## config.mk

```make
export PLATFORM = sky130hd
export DESIGN_NAME = state_feedback_wrench_controller
export DESIGN_NICKNAME = d
export VERILOG_FILES = /design/src/hw/rtl/sfwc_pkg.sv /design/src/hw/rtl/state_feedback_wrench_controller.sv
export SDC_FILE = /design/constraint.sdc
export NUM_CORES = 2
export LEC_CHECK = 0
export ABC_AREA = 1
export BUFFER_PORTS_ARGS = -buffer_cell sky130_fd_sc_hd__buf_2
export CORE_MARGIN = 1
export CORE_UTILIZATION = 35
export CTS_CLUSTER_DIAMETER = 30
export DETAILED_ROUTE_END_ITERATION = 6
export SYNTH_ARGS = -nofsm -noshare
export SYNTH_HDL_FRONTEND = slang
export SYNTH_SLANG_ARGS = --single-unit
```

## constraint.sdc

```tcl
create_clock -name clk -period 10.5 [get_ports clk]
set_input_delay 2.1 -clock clk [delete_from_list [all_inputs] [get_ports clk]]
set_output_delay 2.1 -clock clk [all_outputs]
set_load 0.005 [all_outputs]
```

## src/hw/rtl/sfwc_pkg.sv

```systemverilog
// ----------------------------------------------------------------------------
// sfwc_pkg
// Shared types, codes and the built-in gain table of the state feedback
// wrench controller.
// ----------------------------------------------------------------------------
`timescale 1ns / 1ps

package sfwc_pkg;

    // Result status codes
    localparam logic [1:0] STATUS_OK       = 2'd0;
    localparam logic [1:0] STATUS_DISABLED = 2'd1;
    localparam logic [1:0] STATUS_LIMITS   = 2'd2;
    localparam logic [1:0] STATUS_LENGTH   = 2'd3;

    // Configuration register indexes
    localparam int         CFG_INDEX_W      = 3;
    localparam logic [2:0] CFG_MASS         = 3'd0;
    localparam logic [2:0] CFG_GRAVITY      = 3'd1;
    localparam logic [2:0] CFG_FORCE_MIN    = 3'd2;
    localparam logic [2:0] CFG_FORCE_MAX    = 3'd3;
    localparam logic [2:0] CFG_TORQUE_LIMIT = 3'd4;

    // Field widths
    localparam int DATA_W   = 32;
    localparam int ACC_W    = 56;
    localparam int CMD_MAX  = 4;
    localparam int CMD_IDX_W = 2;

    // Built-in gains, Q16.16, row-major 4 commands by 12 state elements
    localparam int DEF_ROWS = 4;
    localparam int DEF_COLS = 12;
    localparam logic signed [31:0] DEF_GAINS [DEF_ROWS*DEF_COLS] = '{
        32'sd0, 32'sd0, 32'sd0, 32'sd0, 32'sd0, 32'sd0,
        32'sd0, 32'sd0, 32'sd6689565, 32'sd0, 32'sd0, 32'sd10535283,
        -32'sd34173857, 32'sd0, 32'sd0, -32'sd708183, 32'sd0, 32'sd0,
        32'sd0, -32'sd28673239, 32'sd0, 32'sd0, -32'sd68814941, 32'sd0,
        32'sd0, -32'sd34173857, 32'sd0, 32'sd0, -32'sd708183, 32'sd0,
        32'sd28673239, 32'sd0, 32'sd0, 32'sd68814941, 32'sd0, 32'sd0,
        32'sd0, 32'sd0, -32'sd8230690, 32'sd0, 32'sd0, -32'sd1655532,
        32'sd0, 32'sd0, 32'sd0, 32'sd0, 32'sd0, 32'sd0
    };

    // Sequencer states
    typedef enum logic [1:0] {
        ST_IDLE,
        ST_MAC,
        ST_FF,
        ST_OUT
    } sfwc_state_t;

    // Gain for command c and element i, converted from Q16 to fb fraction bits.
    // Above Q16 the shift saturates; below Q16 it rounds half up.
    function automatic logic signed [31:0] gain_lookup(input int c, input int i,
                                                       input int fb);
        longint g;
        longint r;
        begin
            g = 64'sd0;
            if (c < DEF_ROWS && i < DEF_COLS)
            begin
                g = longint'(DEF_GAINS[c*DEF_COLS + i]);
            end
            if (fb >= 16)
            begin
                r = g <<< (fb - 16);
                if (r > 64'sd2147483647)
                begin
                    r = 64'sd2147483647;
                end
                else if (r < -64'sd2147483648)
                begin
                    r = -64'sd2147483648;
                end
            end
            else
            begin
                r = (g + (64'sd1 <<< (15 - fb))) >>> (16 - fb);
            end
            return 32'(r);
        end
    endfunction

endpackage

```

## src/hw/rtl/state_feedback_wrench_controller.sv

```systemverilog
// ----------------------------------------------------------------------------
// state_feedback_wrench_controller
// Datapath: each element runs one multiply per command in ST_MAC through one
// shared 32x32 multiplier; the last element adds a feedforward multiply
// (ST_FF) and an output state (ST_OUT) that holds while a result waits. An
// element past STATE_COUNT skips ST_MAC. A new element is taken only in
// ST_IDLE, once the multiplies of the previous one are done.
// Reset: sums, count and config registers return to defaults; no clearing pass.
// ----------------------------------------------------------------------------
`timescale 1ns / 1ps

module state_feedback_wrench_controller #(
    parameter int STATE_COUNT   = 12,
    parameter int COMMAND_COUNT = 4,
    parameter int FRACTION_BITS = 16
) (
    input  logic                              clk,
    input  logic                              rst_n,
    // configuration
    input  logic                              cfg_write_en,
    input  logic [sfwc_pkg::CFG_INDEX_W-1:0]  cfg_index,
    input  logic [sfwc_pkg::DATA_W-1:0]       cfg_data,
    // element input
    input  logic                              in_valid,
    output logic                              in_ready,
    input  logic                              enable,
    input  logic signed [sfwc_pkg::DATA_W-1:0] state_value,
    input  logic signed [sfwc_pkg::DATA_W-1:0] reference_value,
    input  logic                              last,
    // result output
    output logic                              out_valid,
    input  logic                              out_ready,
    output logic signed [sfwc_pkg::DATA_W-1:0] thrust_force,
    output logic signed [sfwc_pkg::DATA_W-1:0] torque_first,
    output logic signed [sfwc_pkg::DATA_W-1:0] torque_second,
    output logic signed [sfwc_pkg::DATA_W-1:0] torque_third,
    output logic                              saturated,
    output logic [1:0]                        status
);

    import sfwc_pkg::*;

    localparam int CW = $clog2(STATE_COUNT + 1);
    localparam int EW = ACC_W + 1;
    localparam logic signed [63:0] RND_HALF = 64'sd1 <<< (FRACTION_BITS - 1);

    // ------------------------------------------------------------------
    // Registers
    // ------------------------------------------------------------------
    sfwc_state_t               state_reg, state_next;
    logic signed [31:0]        mass_reg, gravity_reg, force_min_reg;
    logic signed [31:0]        force_max_reg, torque_limit_reg;
    logic signed [ACC_W-1:0]   sums_reg [CMD_MAX];
    logic [CW-1:0]             count_reg;
    logic                      ovf_reg;
    logic [CW-1:0]             idx_reg;
    logic [CMD_IDX_W-1:0]      cmd_reg;
    logic signed [31:0]        err_reg;
    logic                      last_reg;
    logic [1:0]                status_reg;
    logic signed [63:0]        prod_reg;
    logic                      prod_acc_reg;
    logic [CMD_IDX_W-1:0]      prod_cmd_reg;
    logic                      out_valid_reg;
    logic signed [31:0]        thrust_reg, tq1_reg, tq2_reg, tq3_reg;
    logic                      sat_reg;
    logic [1:0]                out_status_reg;

    // ------------------------------------------------------------------
    // Sequencer controls
    // ------------------------------------------------------------------
    logic in_fire;
    logic mac_en;
    logic ff_en;
    logic out_load;
    logic cmd_done;
    logic skip_elem;

    assign in_fire   = in_valid && in_ready;
    assign skip_elem = (count_reg >= CW'(STATE_COUNT));
    assign cmd_done  = (cmd_reg == CMD_IDX_W'(COMMAND_COUNT - 1));

    // next state
    always_comb
    begin
        state_next = state_reg;
        case (state_reg)
            ST_IDLE:
            begin
                if (in_valid)
                begin
                    if (!skip_elem)
                    begin
                        state_next = ST_MAC;
                    end
                    else if (last)
                    begin
                        state_next = ST_FF;
                    end
                end
            end
            ST_MAC:
            begin
                if (cmd_done)
                begin
                    state_next = last_reg ? ST_FF : ST_IDLE;
                end
            end
            ST_FF:
            begin
                state_next = ST_OUT;
            end
            ST_OUT:
            begin
                if (!out_valid_reg || out_ready)
                begin
                    state_next = ST_IDLE;
                end
            end
            default:
            begin
                state_next = ST_IDLE;
            end
        endcase
    end

    // state outputs
    always_comb
    begin
        in_ready = 1'b0;
        mac_en   = 1'b0;
        ff_en    = 1'b0;
        out_load = 1'b0;
        case (state_reg)
            ST_IDLE: in_ready = 1'b1;
            ST_MAC:  mac_en   = 1'b1;
            ST_FF:   ff_en    = 1'b1;
            ST_OUT:  out_load = !out_valid_reg || out_ready;
            default: in_ready = 1'b0;
        endcase
    end

    // ------------------------------------------------------------------
    // Shared multiplier
    // ------------------------------------------------------------------
    logic signed [31:0] mul_a, mul_b;
    logic signed [63:0] mul_out;

    assign mul_a   = ff_en ? mass_reg : gain_lookup(int'(cmd_reg), int'(idx_reg),
                                                    FRACTION_BITS);
    assign mul_b   = ff_en ? gravity_reg : err_reg;
    assign mul_out = mul_a * mul_b;

    // ------------------------------------------------------------------
    // Rounding and saturating accumulate
    // ------------------------------------------------------------------
    logic signed [63:0]     prod_rnd;
    logic signed [EW-1:0]   acc_sum;
    logic signed [ACC_W-1:0] acc_sat;

    assign prod_rnd = (prod_reg + RND_HALF) >>> FRACTION_BITS;
    assign acc_sum  = EW'(sums_reg[prod_cmd_reg]) + $signed(prod_rnd[EW-1:0]);

    always_comb
    begin
        if (acc_sum[EW-1] != acc_sum[EW-2])
        begin
            acc_sat = acc_sum[EW-1] ? {1'b1, {(ACC_W-1){1'b0}}}
                                    : {1'b0, {(ACC_W-1){1'b1}}};
        end
        else
        begin
            acc_sat = acc_sum[ACC_W-1:0];
        end
    end

    // ------------------------------------------------------------------
    // Element error, saturated to 32 bits
    // ------------------------------------------------------------------
    logic signed [32:0] diff;
    logic signed [31:0] err_sat;

    assign diff = 33'(state_value) - 33'(reference_value);
    always_comb
    begin
        if (diff[32] != diff[31])
        begin
            err_sat = diff[32] ? 32'sh8000_0000 : 32'sh7fff_ffff;
        end
        else
        begin
            err_sat = diff[31:0];
        end
    end

    // status of a vector, checked on its last element
    logic [1:0] status_calc;
    always_comb
    begin
        if (!enable)
        begin
            status_calc = STATUS_DISABLED;
        end
        else if (force_max_reg < force_min_reg || torque_limit_reg <= 32'sd0)
        begin
            status_calc = STATUS_LIMITS;
        end
        else if (ovf_reg || count_reg != CW'(STATE_COUNT - 1))
        begin
            status_calc = STATUS_LENGTH;
        end
        else
        begin
            status_calc = STATUS_OK;
        end
    end

    // ------------------------------------------------------------------
    // Feedforward, clamps and saturation flag
    // ------------------------------------------------------------------
    logic signed [EW-1:0] thrust_raw;
    logic signed [EW-1:0] f_min_x, f_max_x, t_pos_x, t_neg_x;
    logic signed [EW-1:0] tq_raw [3];
    logic signed [31:0]   thrust_cl;
    logic signed [31:0]   tq_cl [3];
    logic                 sat_any;

    assign thrust_raw = $signed(prod_rnd[EW-1:0]) + EW'(sums_reg[0]);
    assign f_min_x    = EW'(force_min_reg);
    assign f_max_x    = EW'(force_max_reg);
    assign t_pos_x    = EW'(torque_limit_reg);
    assign t_neg_x    = -EW'(torque_limit_reg);

    always_comb
    begin
        sat_any = 1'b0;
        if (thrust_raw < f_min_x)
        begin
            thrust_cl = force_min_reg;
            sat_any   = 1'b1;
        end
        else if (thrust_raw > f_max_x)
        begin
            thrust_cl = force_max_reg;
            sat_any   = 1'b1;
        end
        else
        begin
            thrust_cl = thrust_raw[31:0];
        end
        for (int k = 0; k < 3; k++)
        begin
            tq_raw[k] = EW'(sums_reg[k+1]);
            if (tq_raw[k] < t_neg_x)
            begin
                tq_cl[k] = t_neg_x[31:0];
                sat_any  = 1'b1;
            end
            else if (tq_raw[k] > t_pos_x)
            begin
                tq_cl[k] = torque_limit_reg;
                sat_any  = 1'b1;
            end
            else
            begin
                tq_cl[k] = tq_raw[k][31:0];
            end
        end
    end

    // ------------------------------------------------------------------
    // Configuration registers
    // ------------------------------------------------------------------
    always_ff @(posedge clk or negedge rst_n)
    begin
        if (!rst_n)
        begin
            mass_reg         <= 32'sd65536;
            gravity_reg      <= 32'sd642253;
            force_min_reg    <= 32'sd0;
            force_max_reg    <= 32'sd1638400;
            torque_limit_reg <= 32'sd524288;
        end
        else if (cfg_write_en)
        begin
            case (cfg_index)
                CFG_MASS:         mass_reg         <= cfg_data;
                CFG_GRAVITY:      gravity_reg      <= cfg_data;
                CFG_FORCE_MIN:    force_min_reg    <= cfg_data;
                CFG_FORCE_MAX:    force_max_reg    <= cfg_data;
                CFG_TORQUE_LIMIT: torque_limit_reg <= cfg_data;
                default:          mass_reg         <= mass_reg;
            endcase
        end
    end

    // ------------------------------------------------------------------
    // Control state
    // ------------------------------------------------------------------
    always_ff @(posedge clk or negedge rst_n)
    begin
        if (!rst_n)
        begin
            state_reg     <= ST_IDLE;
            count_reg     <= '0;
            ovf_reg       <= 1'b0;
            cmd_reg       <= '0;
            last_reg      <= 1'b0;
            prod_acc_reg  <= 1'b0;
            out_valid_reg <= 1'b0;
            for (int k = 0; k < CMD_MAX; k++)
            begin
                sums_reg[k] <= '0;
            end
        end
        else
        begin
            state_reg <= state_next;

            // element transfer: count it or flag the overflow; the last one clears both
            if (in_fire)
            begin
                last_reg <= last;
                cmd_reg  <= '0;
                if (last)
                begin
                    count_reg <= '0;
                    ovf_reg   <= 1'b0;
                end
                else if (skip_elem)
                begin
                    ovf_reg <= 1'b1;
                end
                else
                begin
                    count_reg <= count_reg + CW'(1);
                end
            end

            if (mac_en)
            begin
                cmd_reg <= cmd_reg + CMD_IDX_W'(1);
            end

            // accumulate the pending product
            prod_acc_reg <= mac_en;
            if (prod_acc_reg)
            begin
                sums_reg[prod_cmd_reg] <= acc_sat;
            end

            // result register
            if (out_load)
            begin
                out_valid_reg <= 1'b1;
                for (int k = 0; k < CMD_MAX; k++)
                begin
                    sums_reg[k] <= '0;
                end
            end
            else if (out_valid_reg && out_ready)
            begin
                out_valid_reg <= 1'b0;
            end
        end
    end

    // ------------------------------------------------------------------
    // Payload registers
    // ------------------------------------------------------------------
    always_ff @(posedge clk)
    begin
        if (in_fire)
        begin
            err_reg    <= err_sat;
            idx_reg    <= count_reg;
            status_reg <= status_calc;
        end
        if (mac_en || ff_en)
        begin
            prod_reg     <= mul_out;
            prod_cmd_reg <= cmd_reg;
        end
        if (out_load)
        begin
            out_status_reg <= status_reg;
            if (status_reg == STATUS_OK)
            begin
                thrust_reg <= thrust_cl;
                tq1_reg    <= tq_cl[0];
                tq2_reg    <= tq_cl[1];
                tq3_reg    <= tq_cl[2];
                sat_reg    <= sat_any;
            end
            else
            begin
                thrust_reg <= '0;
                tq1_reg    <= '0;
                tq2_reg    <= '0;
                tq3_reg    <= '0;
                sat_reg    <= 1'b0;
            end
        end
    end

    assign out_valid     = out_valid_reg;
    assign thrust_force  = thrust_reg;
    assign torque_first  = tq1_reg;
    assign torque_second = tq2_reg;
    assign torque_third  = tq3_reg;
    assign saturated     = sat_reg;
    assign status        = out_status_reg;

endmodule

```

==> qor.yml <==
outcome: "finished clean"
cts-buffers-inserted: 148
insertion_delay_ns: 0.81
grt_pass1_vias: 76500
clock-sinks: 616
ioPinCount: 239
cpLargestDelayFamily: "adder cells"
setup_viol: 0
synth_edf_count: 220
dr.pass1.iters: 7
worst_pin_slew_ns: 1.30
yosys_warnings: 0
htreeDepth: 4
fmax_mhz: 99.4
syn_nets: 12900
whs_path_depth: 2
regArea_mm2: 0.0165
async_flop_share_pct: 64.3
dp_hpwl_um: 259000
cts_tree: "done"
grt_pass1_wl_um: 476000
holdPathEnd: "mass_reg[19]"
nNetsFinal: 13200
via_count: 76100
r2r_cells: 42
timing.rr.start: "cmd_reg[0]"
avgViaCountPerCell: 5.25
die_y_um: 497
post_synth_instance_area_mm2: 0.0857
synth-seq-area-share_pct: 19.3
fp.dieArea_mm2: 0.247
hold_buffers: 0
row_count: 181
ys_types: 67
hold_class: "flop to flop"
portBuffers: 238
grt_setup_unrepaired: "false"
finalMaxSlewViolations: 0
synth-seq-cells: 616
hold_start: "mass_reg[19]"
startpoint_type: "flop"
synth_ff_type: "dfrtp_1"
drc: 0
endpoint_kind: "flop"
multiInputGateArea_mm2: 0.0603
cts_buffer_depth: 3
critPathKind: "flop to flop"
crit_slowest_cell: "fa_2"
root_buffer: "clkbuf_16"
finalHoldViolCount: 0
track_usage_pct: 25.3
path_buf_inv: 14
slew-limit-headroom_pct: 13.5
finalCriticalPeriod_ns: 10.06
die_w_um: 497
initial_core_util_pct: 35.2
grt-ovfl-total: 0
fin_skew_ns: 0.0610
routabilityCongestion: 1.03
core_area_mm2: 0.243
r2r-end: "prod_reg[59]"
cp_max_fo: 16
synthesis.area_per_instance_um2: 7.85
drive_gt1_share_pct: 7.54
slowest_delay_ns: 0.70
cp.required_ns: 11.01
finalCritPeriodShare_pct: 95.8
drv_cap: 0
postSynthCellCount: 10900
routed_wl_um: 313000
n_fill_cell: 25200
final_antenna_net_count: 0
clk_pin_slew_ns: 0.05
wire_per_inst_um: 21.6
area.growth.synth_to_final_pct: 12.8
timing.critical_path.mode_cell: "inv_1"
antenna_found_initial: 14
reg2reg_slack_ns: 0.44
drt_iter0_drc: 7084
arrival_ns: 10.56
tns_ns: 0
grt_max_degree: 113
largest_reg_flops: 224
==> tightest hold or removal path, cell delays in order, from the launching register on <==
cell and delay [ns]:
dfrtp_1 0.33, nand2_1 0.05, o21ai_0 0.06
==> per-stage QoR <==
stage	std cells	util, %	hold WS, ns	worst slack, ns	instance area [µm²]
4_1_cts	14500	39.7	0.477	0.0497	96600
2_1_floorplan	10900	-	0.427	1.17	85700
3_5_place_dp	14200	37.5	0.468	0.110	91300
3_3_place_gp	14200	37.5	0.459	0.115	91300
6_report	14500	39.7	0.478	0.442	96600
5_1_grt	14500	39.7	0.498	0.00899	96600
==> cell type report <==
type	count	area share, %
Inverter	2042	7.95
Antenna cell	7	0.0181
Multi-Input combinational cell	7904	62.4
Tap cell	3202	4.15
Clock inverter	87	1.23
Timing Repair Buffer	449	2.95
Clock buffer	189	4.23
Sequential cell	616	17.1
==> cell usage after synthesis (15+ instances only) <==
cell / count / area [µm²]
a21oi_1: 579 / 2900
nand4_1: 92 / 576
dfstp_2: 16 / 420
nand2_1: 2291 / 8600
xor2_1: 167 / 1460
o21ai_0: 641 / 3210
clkbuf_1: 296 / 1110
a21o_1: 21 / 158
inv_2: 21 / 78.8
clkinv_1: 30 / 113
o22ai_1: 109 / 682
edfxtp_1: 220 / 6610
fa_1: 1085 / 21700
o21a_1: 37 / 278
o221ai_1: 15 / 131
xnor2_1: 82 / 718
o21ai_1: 80 / 400
dfrtp_1: 380 / 9510
nor2_1: 1033 / 3880
buf_2: 30 / 150
or2_2: 17 / 106
nor3_1: 84 / 420
a31oi_1: 53 / 332
nor4_1: 41 / 257
o211ai_1: 88 / 661
inv_1: 1991 / 7470
nand3_1: 412 / 2060
ha_1: 821 / 10300
==> how the worst max path moves through the flow <==
stage               cells after the start  startpoint           end
CTS                                    36  cmd_reg[0]  prod_reg[52]
floorplan                              35  cmd_reg[0]  prod_reg[61]
finish                                 42  cmd_reg[0]  prod_reg[59]
global route                           36  cmd_reg[0]  prod_reg[61]
global placement                       36  cmd_reg[0]  prod_reg[52]
detailed placement                     36  cmd_reg[0]  prod_reg[52]
==> cell usage in the layout, fill, tap and decap left out, drive strengths merged, types with 42 or more instances in the layout <==
cell | Yosys | final
a21oi | 580 | 580
a31oi | 53 | 53
buf | 53 | 449
clkbuf | 296 | 189
clkinv | 30 | 68
dfrtp | 380 | 380
edfxtp | 220 | 220
fa | 1085 | 1085
ha | 821 | 821
inv | 2012 | 2022
nand2 | 2298 | 2298
nand3 | 416 | 416
nand4 | 94 | 94
nor2 | 1043 | 1043
nor3 | 87 | 87
nor4 | 42 | 42
o211ai | 88 | 88
o21ai | 727 | 727
o22ai | 109 | 109
xnor2 | 82 | 82
xor2 | 168 | 168
==> routing by layer <==
layer	wire [µm]	part of all wire, %	vias to the layer above	GRT usage (%)
met5	27	0.0086	-	0
met1	133000	42	37200	33.6
met2	141000	45	3137	40.3
met3	24100	7.7	634	3.97
li1	-	-	35200	-
met4	15900	5.1	4	11.4
==> cell families after synthesis <==
logic type | after synthesis | synth area share [%]
AND/OR/NAND/NOR | 4025 | 19.1
flip-flops | 616 | 19.3
XOR/XNOR | 250 | 2.56
adder cells (fa/ha/maj) | 1906 | 37.3
buffers and inverters | 2391 | 10.6
AO/OA/AOI/OAI | 1723 | 11.2
==> repair_timing <==
item / 4_1_cts / 5_1_grt
endpoints found under the setup margin: 0 / 32
buffers inserted: 0 / 2
gates resized for setup: 0 / 20
Power is not shown: default switching activity piles up to over one toggle a cycle in this logic, so the estimate is an artifact.
